`config.mk`:
```
export PLATFORM = sky130hd
export DESIGN_NAME = ultrasonic_trimmed_mean_filter
export DESIGN_NICKNAME = d
export VERILOG_FILES = /design/src/hw/rtl/utmf_pkg.sv /design/src/hw/rtl/utmf_conv.sv /design/src/hw/rtl/utmf_cell.sv /design/src/hw/rtl/utmf_trim.sv /design/src/hw/rtl/ultrasonic_trimmed_mean_filter.sv
export VERILOG_INCLUDE_DIRS = /design/src /design/src/hw/rtl
export SDC_FILE = /design/constraint.sdc
export NUM_CORES = 2
export LEC_CHECK = 0
export BUFFER_PORTS_ARGS = -buffer_cell sky130_fd_sc_hd__buf_4
export CAP_MARGIN = 20
export CELL_PAD_IN_SITES_DETAIL_PLACEMENT = 0
export CELL_PAD_IN_SITES_GLOBAL_PLACEMENT = 1
export CORE_MARGIN = 2
export CORE_UTILIZATION = 45
export DETAILED_ROUTE_END_ITERATION = 7
export GPL_TIMING_DRIVEN = 1
export PLACE_DENSITY = 0.82
export SLEW_MARGIN = 20
export SYNTH_ARGS = -nofsm -noshare
export SYNTH_HDL_FRONTEND = slang
export SYNTH_HIERARCHICAL = 1
export SYNTH_SLANG_ARGS = --single-unit
```
`constraint.sdc`:
```
create_clock -name clk -period 10.7 [get_ports clk]
set_clock_uncertainty 0.1 [all_clocks]
set_input_delay 1.07 -clock clk [delete_from_list [all_inputs] [get_ports clk]]
set_output_delay 1.07 -clock clk [all_outputs]
set_load 0.05 [all_outputs]
```
`src/hw/rtl/ultrasonic_trimmed_mean_filter_defines.svh`:
```
// Assertion macros shared by the filter RTL.
`ifndef ULTRASONIC_TRIMMED_MEAN_FILTER_DEFINES_SVH
`define ULTRASONIC_TRIMMED_MEAN_FILTER_DEFINES_SVH

// Same-cycle implication, checked outside reset.
`define UTMF_ASSERT_IMP(lbl, clk, rstn, ante, cons, msg) \
	lbl: assert property (@(posedge clk) disable iff (!(rstn)) (ante) |-> (cons)) \
		else $error(msg);

// Next-cycle implication, checked outside reset.
`define UTMF_ASSERT_NEXT(lbl, clk, rstn, ante, cons, msg) \
	lbl: assert property (@(posedge clk) disable iff (!(rstn)) (ante) |=> (cons)) \
		else $error(msg);

`endif

```
`src/hw/rtl/utmf_pkg.sv`:
```
`timescale 1ns / 1ps
package utmf_pkg;
	localparam int PULSE_W = 16;
	localparam int DIST_W = 20;
	localparam int WIN_DEPTH = 6;
	localparam int FILL_W = 3;
	localparam int FRACTION_BITS_DEF = 4;
	localparam int RECIP_W = 30;
	localparam int MODE_W = 2;
	localparam int CFG_IDX_W = 1;
	localparam int CFG_DATA_W = 2;

	localparam logic [MODE_W-1:0] MODE_RAW = 2'd0;
	localparam logic [MODE_W-1:0] MODE_CM = 2'd1;
	localparam logic [MODE_W-1:0] MODE_MM = 2'd2;
	localparam logic [MODE_W-1:0] MODE_IN = 2'd3;

	localparam logic [CFG_IDX_W-1:0] REG_UNIT_MODE = 1'd0;
	localparam logic [CFG_IDX_W-1:0] REG_FILTER_ENABLE = 1'd1;

	// Reciprocals round(2^32 / divisor).
	localparam logic [RECIP_W-1:0] RECIP_CM = 30'd73796689;
	localparam logic [RECIP_W-1:0] RECIP_MM = 30'd737966889;
	localparam logic [RECIP_W-1:0] RECIP_IN = 30'd29020049;
	localparam logic [32:0] ROUND_HALF = 33'h0_8000_0000;

	localparam logic [DIST_W-1:0] DIST_MAX = '1;

	typedef logic [DIST_W-1:0] dist_t;
	typedef logic [WIN_DEPTH-1:0][DIST_W-1:0] win_t;

	function automatic logic [RECIP_W-1:0] recip_for_mode(input logic [MODE_W-1:0] mode);
		logic [RECIP_W-1:0] r;
		unique case (mode)
			MODE_CM: r = RECIP_CM;
			MODE_MM: r = RECIP_MM;
			MODE_IN: r = RECIP_IN;
			default: r = '0;
		endcase
		return r;
	endfunction
endpackage

```
`src/hw/rtl/utmf_conv.sv`:
```
`timescale 1ns / 1ps
module utmf_conv #(
	parameter int FRACTION_BITS = utmf_pkg::FRACTION_BITS_DEF
) (
	input  logic                          clk,
	input  logic                          en,
	input  logic [utmf_pkg::PULSE_W-1:0]  pulse,
	input  logic [utmf_pkg::MODE_W-1:0]   mode,
	output utmf_pkg::dist_t               q
);
	import utmf_pkg::*;

	localparam int SC_W = PULSE_W + FRACTION_BITS;
	localparam int PROD_W = SC_W + RECIP_W;
	localparam int EXT_W = (SC_W > DIST_W) ? SC_W : DIST_W;

	logic [SC_W-1:0]   scaled;
	logic [SC_W-1:0]   scaled_s1;
	logic [PROD_W-1:0] prod_s1;
	logic              raw_s1;
	logic [PROD_W:0]   rounded;
	logic [EXT_W-1:0]  pre;

	assign scaled = SC_W'(pulse) << FRACTION_BITS;

	always_ff @(posedge clk) begin
		if (en) begin
			scaled_s1 <= scaled;
			prod_s1 <= PROD_W'(scaled) * PROD_W'(recip_for_mode(mode));
			raw_s1 <= (mode == MODE_RAW);
		end
	end

	always_comb begin
		rounded = {1'b0, prod_s1} + (PROD_W + 1)'(ROUND_HALF);
		if (raw_s1) begin
			pre = EXT_W'(scaled_s1);
		end else begin
			pre = EXT_W'(rounded[PROD_W:32]);
		end
		q = (pre > EXT_W'(DIST_MAX)) ? DIST_MAX : pre[DIST_W-1:0];
	end
endmodule

```
`src/hw/rtl/utmf_cell.sv`:
```
`timescale 1ns / 1ps
module utmf_cell (
	input  logic            clk,
	input  logic            shift_en,
	input  utmf_pkg::dist_t d,
	output utmf_pkg::dist_t q
);
	import utmf_pkg::*;

	dist_t sample_q;

	// One window slot; takes its neighbor's sample on every shift.
	always_ff @(posedge clk) begin
		if (shift_en) begin
			sample_q <= d;
		end
	end

	assign q = sample_q;
endmodule

```
`src/hw/rtl/utmf_trim.sv`:
```
`timescale 1ns / 1ps
module utmf_trim (
	input  logic            clk,
	input  logic            en,
	input  utmf_pkg::win_t  win,
	output utmf_pkg::dist_t mean
);
	import utmf_pkg::*;

	localparam int PAIRS = WIN_DEPTH / 2;
	localparam int PSUM_W = DIST_W + 1;
	localparam int SUM_W = DIST_W + 3;

	logic [PAIRS-1:0][PSUM_W-1:0] psum_s3;
	logic [PAIRS-1:0][DIST_W-1:0] pmin_s3;
	logic [PAIRS-1:0][DIST_W-1:0] pmax_s3;
	logic [SUM_W-1:0]             total;
	dist_t                        lo;
	dist_t                        hi;
	logic [SUM_W-1:0]             mid;

	// First level of the tree: one adder and one compare per pair of slots.
	always_ff @(posedge clk) begin
		if (en) begin
			for (int p = 0; p < PAIRS; p++) begin
				psum_s3[p] <= PSUM_W'(win[2*p]) + PSUM_W'(win[2*p+1]);
				if (win[2*p] < win[2*p+1]) begin
					pmin_s3[p] <= win[2*p];
					pmax_s3[p] <= win[2*p+1];
				end else begin
					pmin_s3[p] <= win[2*p+1];
					pmax_s3[p] <= win[2*p];
				end
			end
		end
	end

	always_comb begin
		total = '0;
		lo = pmin_s3[0];
		hi = pmax_s3[0];
		for (int p = 0; p < PAIRS; p++) begin
			total = total + SUM_W'(psum_s3[p]);
			if (pmin_s3[p] < lo) lo = pmin_s3[p];
			if (pmax_s3[p] > hi) hi = pmax_s3[p];
		end
		mid = total - SUM_W'(lo) - SUM_W'(hi);
		mean = mid[DIST_W+1:2];
	end
endmodule

```
`src/hw/rtl/ultrasonic_trimmed_mean_filter.sv`:
```
`timescale 1ns / 1ps
// Channel | Handshake              | Payload
// in      | in_valid / in_stall    | pulse_us
// out     | out_valid / out_stall  | distance_q4, filtered
// cfg     | cfg_wr_en              | cfg_index, cfg_data
//
// One item per cycle while in_stall is low; each item passes, from acceptance to a valid result,
// through multiply, round and window shift, pair compare and final trim.
// The whole pipeline advances together; in_stall is high only while a result waits
// in the output register under out_stall.
// Reset clears the valid bits, the configuration and the window fill count.
`include "ultrasonic_trimmed_mean_filter_defines.svh"
module ultrasonic_trimmed_mean_filter #(
	parameter int FRACTION_BITS = utmf_pkg::FRACTION_BITS_DEF
) (
	input  logic                            clk,
	input  logic                            arst_n,
	input  logic                            in_valid,
	output logic                            in_stall,
	input  logic [utmf_pkg::PULSE_W-1:0]    pulse_us,
	output logic                            out_valid,
	input  logic                            out_stall,
	output logic [utmf_pkg::DIST_W-1:0]     distance_q4,
	output logic                            filtered,
	input  logic                            cfg_wr_en,
	input  logic [utmf_pkg::CFG_IDX_W-1:0]  cfg_index,
	input  logic [utmf_pkg::CFG_DATA_W-1:0] cfg_data
);
	import utmf_pkg::*;

	logic              adv;
	logic              v_s1;
	logic              v_s2;
	logic              v_s3;
	logic              out_valid_q;
	logic [MODE_W-1:0] unit_mode_q;
	logic              filter_enable_q;
	logic [FILL_W-1:0] fill_q;
	logic              win_shift;
	dist_t             conv_q;
	dist_t             q_s2;
	dist_t             q_s3;
	logic              filt_s2;
	logic              filt_s3;
	dist_t             mean;
	win_t              win;
	dist_t             distance_q;
	logic              filtered_q;

	assign adv = !out_valid_q || !out_stall;
	assign in_stall = !adv;
	assign win_shift = adv && v_s1 && filter_enable_q;

	always_ff @(posedge clk or negedge arst_n) begin
		if (!arst_n) begin
			unit_mode_q <= MODE_RAW;
			filter_enable_q <= 1'b0;
		end else if (cfg_wr_en) begin
			unique case (cfg_index)
				REG_UNIT_MODE: unit_mode_q <= cfg_data[MODE_W-1:0];
				REG_FILTER_ENABLE: filter_enable_q <= cfg_data[0];
				default: ;
			endcase
		end
	end

	always_ff @(posedge clk or negedge arst_n) begin
		if (!arst_n) begin
			v_s1 <= 1'b0;
			v_s2 <= 1'b0;
			v_s3 <= 1'b0;
			out_valid_q <= 1'b0;
			fill_q <= '0;
		end else if (adv) begin
			v_s1 <= in_valid;
			v_s2 <= v_s1;
			v_s3 <= v_s2;
			out_valid_q <= v_s3;
			if (win_shift && fill_q != FILL_W'(WIN_DEPTH)) begin
				fill_q <= fill_q + 1'b1;
			end
		end
	end

	utmf_conv #(
		.FRACTION_BITS(FRACTION_BITS)
	) u_conv (
		.clk  (clk),
		.en   (adv),
		.pulse(pulse_us),
		.mode (unit_mode_q),
		.q    (conv_q)
	);

	// Newest sample enters the last cell; the oldest falls out of cell zero.
	// Slot order does not matter to the trimmed mean once all six are filled.
	for (genvar i = 0; i < WIN_DEPTH; i++) begin : g_cell
		if (i == WIN_DEPTH - 1) begin : g_tail
			utmf_cell u_cell (
				.clk     (clk),
				.shift_en(win_shift),
				.d       (conv_q),
				.q       (win[i])
			);
		end else begin : g_body
			utmf_cell u_cell (
				.clk     (clk),
				.shift_en(win_shift),
				.d       (win[i+1]),
				.q       (win[i])
			);
		end
	end

	always_ff @(posedge clk) begin
		if (adv) begin
			q_s2 <= conv_q;
			filt_s2 <= filter_enable_q && (fill_q >= FILL_W'(WIN_DEPTH - 1));
			q_s3 <= q_s2;
			filt_s3 <= filt_s2;
			distance_q <= filt_s3 ? mean : q_s3;
			filtered_q <= filt_s3;
		end
	end

	utmf_trim u_trim (
		.clk (clk),
		.en  (adv),
		.win (win),
		.mean(mean)
	);

	assign out_valid = out_valid_q;
	assign distance_q4 = distance_q;
	assign filtered = filtered_q;

	`UTMF_ASSERT_IMP(a_fill_bound, clk, arst_n, 1'b1, fill_q <= FILL_W'(WIN_DEPTH), "fill count above window depth")
	`UTMF_ASSERT_IMP(a_fill_needs_filter, clk, arst_n, !$stable(fill_q), filter_enable_q, "window filled while filter off")
	`UTMF_ASSERT_NEXT(a_filt_flag, clk, arst_n, adv && v_s1 && filter_enable_q && fill_q >= FILL_W'(WIN_DEPTH - 1), v_s2 && filt_s2, "full window item not marked filtered")
	`UTMF_ASSERT_IMP(a_filtered_src, clk, arst_n, out_valid_q && filtered_q, filter_enable_q, "filtered result with filter off")
endmodule
```
* Word level (Yosys, flattened, before mapping) *
Cells that the tools add are included.

storage, ports and cells
  bits in registers = 439
  output and inout bits = 23
  input port bits = 24

operators by class
  bitwise logic cells = 1
  reduce and logical (&&, ||, !) cells = 12
  order comparisons = 9
  equality and inequality tests = 4
  muxes and demuxes = 15
  $mul = 1
  add/sub/neg operators = 9

operators with widths
  operator                number
  $mux 20                 13
  $lt 20x20->1            5
  $pmux 30 s3             1
  $add 20x20->21          3
  $add 50x32->51 const B  1
  $mul 16x30->46          1
  $sub 22x20->22          2
  $gt 20x20->1            2
  $mux 30                 1
  $add 21x21->22          1
  $add 22x21->22          1
  $gt 20x20->1 const B    1
  $reduce_and 2->1        3
  $eq 2x2->1 const B      2
  $logic_and 1x1->1       4
  $add 3x1->3 const B     1
  $ge 3x3->1 const B      1
  $logic_not 1->1         3
  $ne 3x3->1 const B      1
  $eq 2x1->1 const B      1
  $logic_not 2->1         1
  $logic_or 1x1->1        1
  $not 1->1               1

* Logic depth before layout (Yosys ltp) *
  depth after elaboration = 7
  depth in mapped cells = 36
  depth with buffers taken out = 34

* By module *
Netlist, hierarchy kept.

by module, submodules not included
  module                          cells each  seq. area each (sq um)  area each (sq um)  times used
  utmf_trim                       1,556       5,495.3                 16,559.6           1
  utmf_conv                       1,343       1,081.0                 13,311.5           1
  utmf_cell                       20          600.6                   600.6              6
  ultrasonic_trimmed_mean_filter  120         2,142.1                 2,617.5            1

* Least setup slack after synthesis *
No wires, ideal clock.

  path kind = register to register
  from = reg u_trim/pmax_s3[38] in the netlist's numbering
  to = reg distance_q[19] (netlist: distance_q4[19]), data pin
  path slack = 2.358 ns
  arrival time = 7.982 ns
  cell stages (with the launch flop) = 33
  required time = 10.340 ns
  cells stage by stage = edfxtp_1 > ha_1 > nand4_1 > or2_1 > or4_1 > a21oi_1 > a2111oi_0 > a21oi_2 > buf_6 > mux2i_1 > ha_1 > and3_1 > nand2_1 > or4_1 > o221ai_1 > o22a_1 > clkbuf_1 > mux2_2 > fa_1 > fa_1 > inv_1 > fa_1 > inv_1 > ha_1 > nor2b_1 > o31a_1 > o41ai_1 > a31oi_1 > o41ai_2 > o21ai_1 > nor4_1 > a311oi_1 > mux2_2

between the ends
  word-level cells in the longest chain between the ends = 6

RTL lines
  item                              line                                   source
  start: declaration                utmf_trim.sv:16                        logic [PAIRS-1:0][DIST_W-1:0] pmax_s3;
  start signal: indexed assignment  utmf_trim.sv:29                        pmax_s3[p] <= win[2*p+1];
  start signal: indexed assignment  utmf_trim.sv:32                        pmax_s3[p] <= win[2*p];
  $gt 20x20->1                      utmf_trim.sv:45                        if (pmax_s3[p] > hi) hi = pmax_s3[p];
  $mux 20 *                         utmf_trim.sv:45
  $gt 20x20->1                      utmf_trim.sv:45
  $mux 20 *                         utmf_trim.sv:45
  $sub 22x20->22 *                  utmf_trim.sv:47                        mid = total - SUM_W'(lo) - SUM_W'(hi);
  net mean[19]                      ultrasonic_trimmed_mean_filter.sv:45   dist_t mean;
  $mux 20 *                         ultrasonic_trimmed_mean_filter.sv:121  distance_q <= filt_s3 ? mean : q_s3;
  end signal: assignment            ultrasonic_trimmed_mean_filter.sv:121
  end: declaration                  ultrasonic_trimmed_mean_filter.sv:47   dist_t distance_q;

The timed path passes the listed nets; every way through them passes the cells marked *.
A chain may end at the register's enable or synchronous reset.

* Worst setup path after layout *
Same ends and word-level chain as after synthesis.

==> results.toml <==
[logic_synthesis]
synth_top_family_by_area = "adder cells"
ys_ff_latch = 412
synth_mux_area_share_pct = 7.13
syn-num-nets = 3918
ys_top_cells_by_area = "edfxtp_1 33%, fa_1 21%, ha_1 13%"
ys_seq_area_share_pct = 34.1
ys.flop_type = "edfxtp_1"
synth_largest_area_cell = "edfxtp_1"
syn_avg_cell_area_um2 = 11.5
synth_cell_types = 80
synth-edff-count = 402
synth_xor_area_share_pct = 2.43
synthSimpleGateAreaFrac_pct = 6.92
synthTopCellsByCount = "709 x inv_1, 402 x edfxtp_1, 385 x fa_1"
yosysWarnings = 6
synthDominantCellAreaShare_pct = 33.4
synth_compound_area_share_pct = 7.26
yosysMostFrequentCell = "inv_1"
syn_inst = 3139
synth_fa_ha_area_share_pct = 34.2
syn_area_um2 = 36100
ys_async_sr_fraction_pct = 2.43

[route]
antenna_left = 0
firstDrtPassIters = 6
vias = 22700
drc = 0
topRoutingLayerUsed = "met4"
wl_met1_mm = 37.0
routed_wirelength_mm = 85.3
via_per_inst = 5.28
drt_iter0_drc = 1618
wl_per_cell_um = 19.9
wl_met3_mm = 4.75
wl_met2_mm = 41.4

[clock_tree]
post_cts_resized = 0
cts_tree = "built"
ctsHoldBuffers = 0
htree_levels = 2
clock_latency_ns = 0.59
root_buffer = "clkbuf_16"
cts_buffer_depth = 3
cts_made_buffers = 46
cts_setup_buffers = 0
cts.clk_slew.worst_paths_ns = 0.06
cts_sinks = 412

[setup_path]
crit_required_ns = 10.94
crit_arrival_ns = 10.17
start_kind = "flip-flop"
r2r_cells = 31
slowest_delay_ns = 0.67
crit_type = "reg2reg"
r2r_setup_slack_ns = 0.78
crit_end = "distance_q4[19]"
worstReg2RegEnd = "distance_q4[19]"
end_kind = "flip-flop"
critPathMaxFanout = 15
critPathSlowestCell = "o41ai_1"
crit_start = "u_trim/pmax_s3[38]"
timing.rr.start = "u_trim/pmax_s3[38]"

[place]
place_congestion = 0.975
dpl.hpwl_mm = 69.8
io_buffer_count = 46

[global_route]
grt_first_pass_wirelength_mm = 134
grt_pass1_vias = 23800
globalRoute.totalOverflow = 0
grt_max_degree = 102
antenna_found_initial = 0
grtUsageTotal_pct = 21.2

[layout]
drive_gt1_share_pct = 10.4
areaGrowthSynthToFinish_pct = 8.76
utilization_pct = 49.5
nNetsFinal = 3985
fillers = 7064

[status]
status = "complete, no violations"

[timing]
hold_violations = 0
rsz0062_at_grt = "false"
worstMarginPinSlew_ns = 1.05
fin_setup_tns_ns = 0
period_minus_slack_ns = 9.92
drv_slew = 0
min_period_over_period_pct = 92.7
setup_viol = 0
fmax_mhz = 101
relSlewSlack_pct = 29.7

[floorplanning]
io_pins = 47
dieHeight_um = 287
die-area_um2 = 82500
die_w_um = 287
start_util_pct = 45.5
row_count = 103
core_area_um2 = 79300

[worst_hold_path]
hold_class = "in2async"

[flow_run]
cap_violations = 0
cell usage in the layout, fill, tap and decap left out, drive strengths merged, types with 8 or more instances in the layout:
| cell type | netlist | layout |
|---|---|---|
| mux2 | 180 | 180 |
| o21a | 12 | 12 |
| nand4 | 26 | 26 |
| o21ai | 77 | 77 |
| mux2i | 47 | 47 |
| nand2 | 133 | 133 |
| a31oi | 14 | 14 |
| a21o | 47 | 47 |
| nor3b | 8 | 8 |
| nor2b | 26 | 26 |
| or3 | 11 | 11 |
| edfxtp | 402 | 402 |
| and3 | 13 | 13 |
| dfrtp | 10 | 10 |
| nor2 | 106 | 106 |
| clkinv | 0 | 19 |
| ha | 370 | 370 |
| nand2b | 37 | 37 |
| xnor2 | 72 | 72 |
| o221ai | 8 | 8 |
| o211ai | 9 | 9 |
| a21oi | 134 | 134 |
| nand3 | 28 | 28 |
| clkbuf | 31 | 55 |
| inv | 709 | 713 |
| xor2 | 28 | 28 |
| fa | 385 | 385 |
| and2 | 44 | 44 |
| nor3 | 33 | 33 |
| o21bai | 22 | 22 |
| buf | 11 | 61 |
state kept, by name, indices dropped and copies added, names as in the netlist, 2 cells and up:
register                flops
u_conv/scaled_s1           16
distance_q4                20
unit_mode_q                 2
u_trim/psum_s3             63
g_cell.g_body.u_cell/q    100
q_s3                       20
u_conv/prod_s1             19
fill_q                      3
q_s2                       20
u_trim/pmin_s3             60
u_trim/pmax_s3             60
g_cell.g_tail.u_cell/q     20
how the worst min path moves through the flow:
stage	from	endpoint	slack (ns)	depth (start not counted)
finish	arst_n	unit_mode_q[1]	0.19	1
global placement	q_s2[1]	q_s3[1]	0.30	0
global route	arst_n	v_s3	0.18	1
detailed placement	q_s2[19]	q_s3[19]	0.30	0
CTS	arst_n	unit_mode_q[1]	0.17	1
floorplan	filt_s2	filt_s3	0.30	0
stage by stage:
stage | worst slack [ns] | hold WS (ns) | instance area, um2 | cells
after CTS | 0.657 | 0.167 | 39300 | 4294
after detailed placement | 0.715 | 0.305 | 37700 | 4208
after floorplan | 2.36 | 0.300 | 36100 | 3139
after global routing | 0.134 | 0.180 | 39300 | 4294
after global placement | 0.841 | 0.301 | 37700 | 4208
final | 0.776 | 0.195 | 39300 | 4295
worst max-delay path: cells and delay by family (launching register included):
| family | cells | cell delay [ns] |
|---|---|---|
| fa+ha+maj | 6 | 2.33 |
| compound gates | 12 | 3.32 |
| flops | 1 | 0.39 |
| simple gates | 6 | 1.83 |
| buf+inv | 4 | 0.75 |
| mux | 3 | 0.96 |
cells by family after synthesis:
group,after synthesis
XOR/XNOR,100
buffers and inverters,751
multiplexers,227
adder cells (fa/ha/maj),755
flip-flops,412
AO/OA/AOI/OAI,398
AND/OR/NAND/NOR,496
layer usage:
metal / vias to the layer above / GRT usage (%)
li1: 10600 / -
met1: 11300 / 28.5
met2: 646 / 35.9
met3: 130 / 3.11
met4: 0 / 5.14
met5: - / 0
layout make-up:
| class | instances | area, um2 | share of cell area (%) |
|---|---|---|---|
| Multi-Input combinational cell | 1976 | 21000 | 53.4 |
| Antenna cell | 1 | 2.50 | 0.00637 |
| Sequential cell | 412 | 12300 | 31.4 |
| Inverter | 709 | 2660 | 6.78 |
| Tap cell | 1050 | 1310 | 3.35 |
| Clock inverter | 31 | 335 | 0.854 |
| Clock buffer | 55 | 1210 | 3.07 |
| Timing Repair Buffer | 61 | 458 | 1.17 |
Power is not shown: default switching activity piles up to over one toggle a cycle in this logic, so the estimate is an artifact.
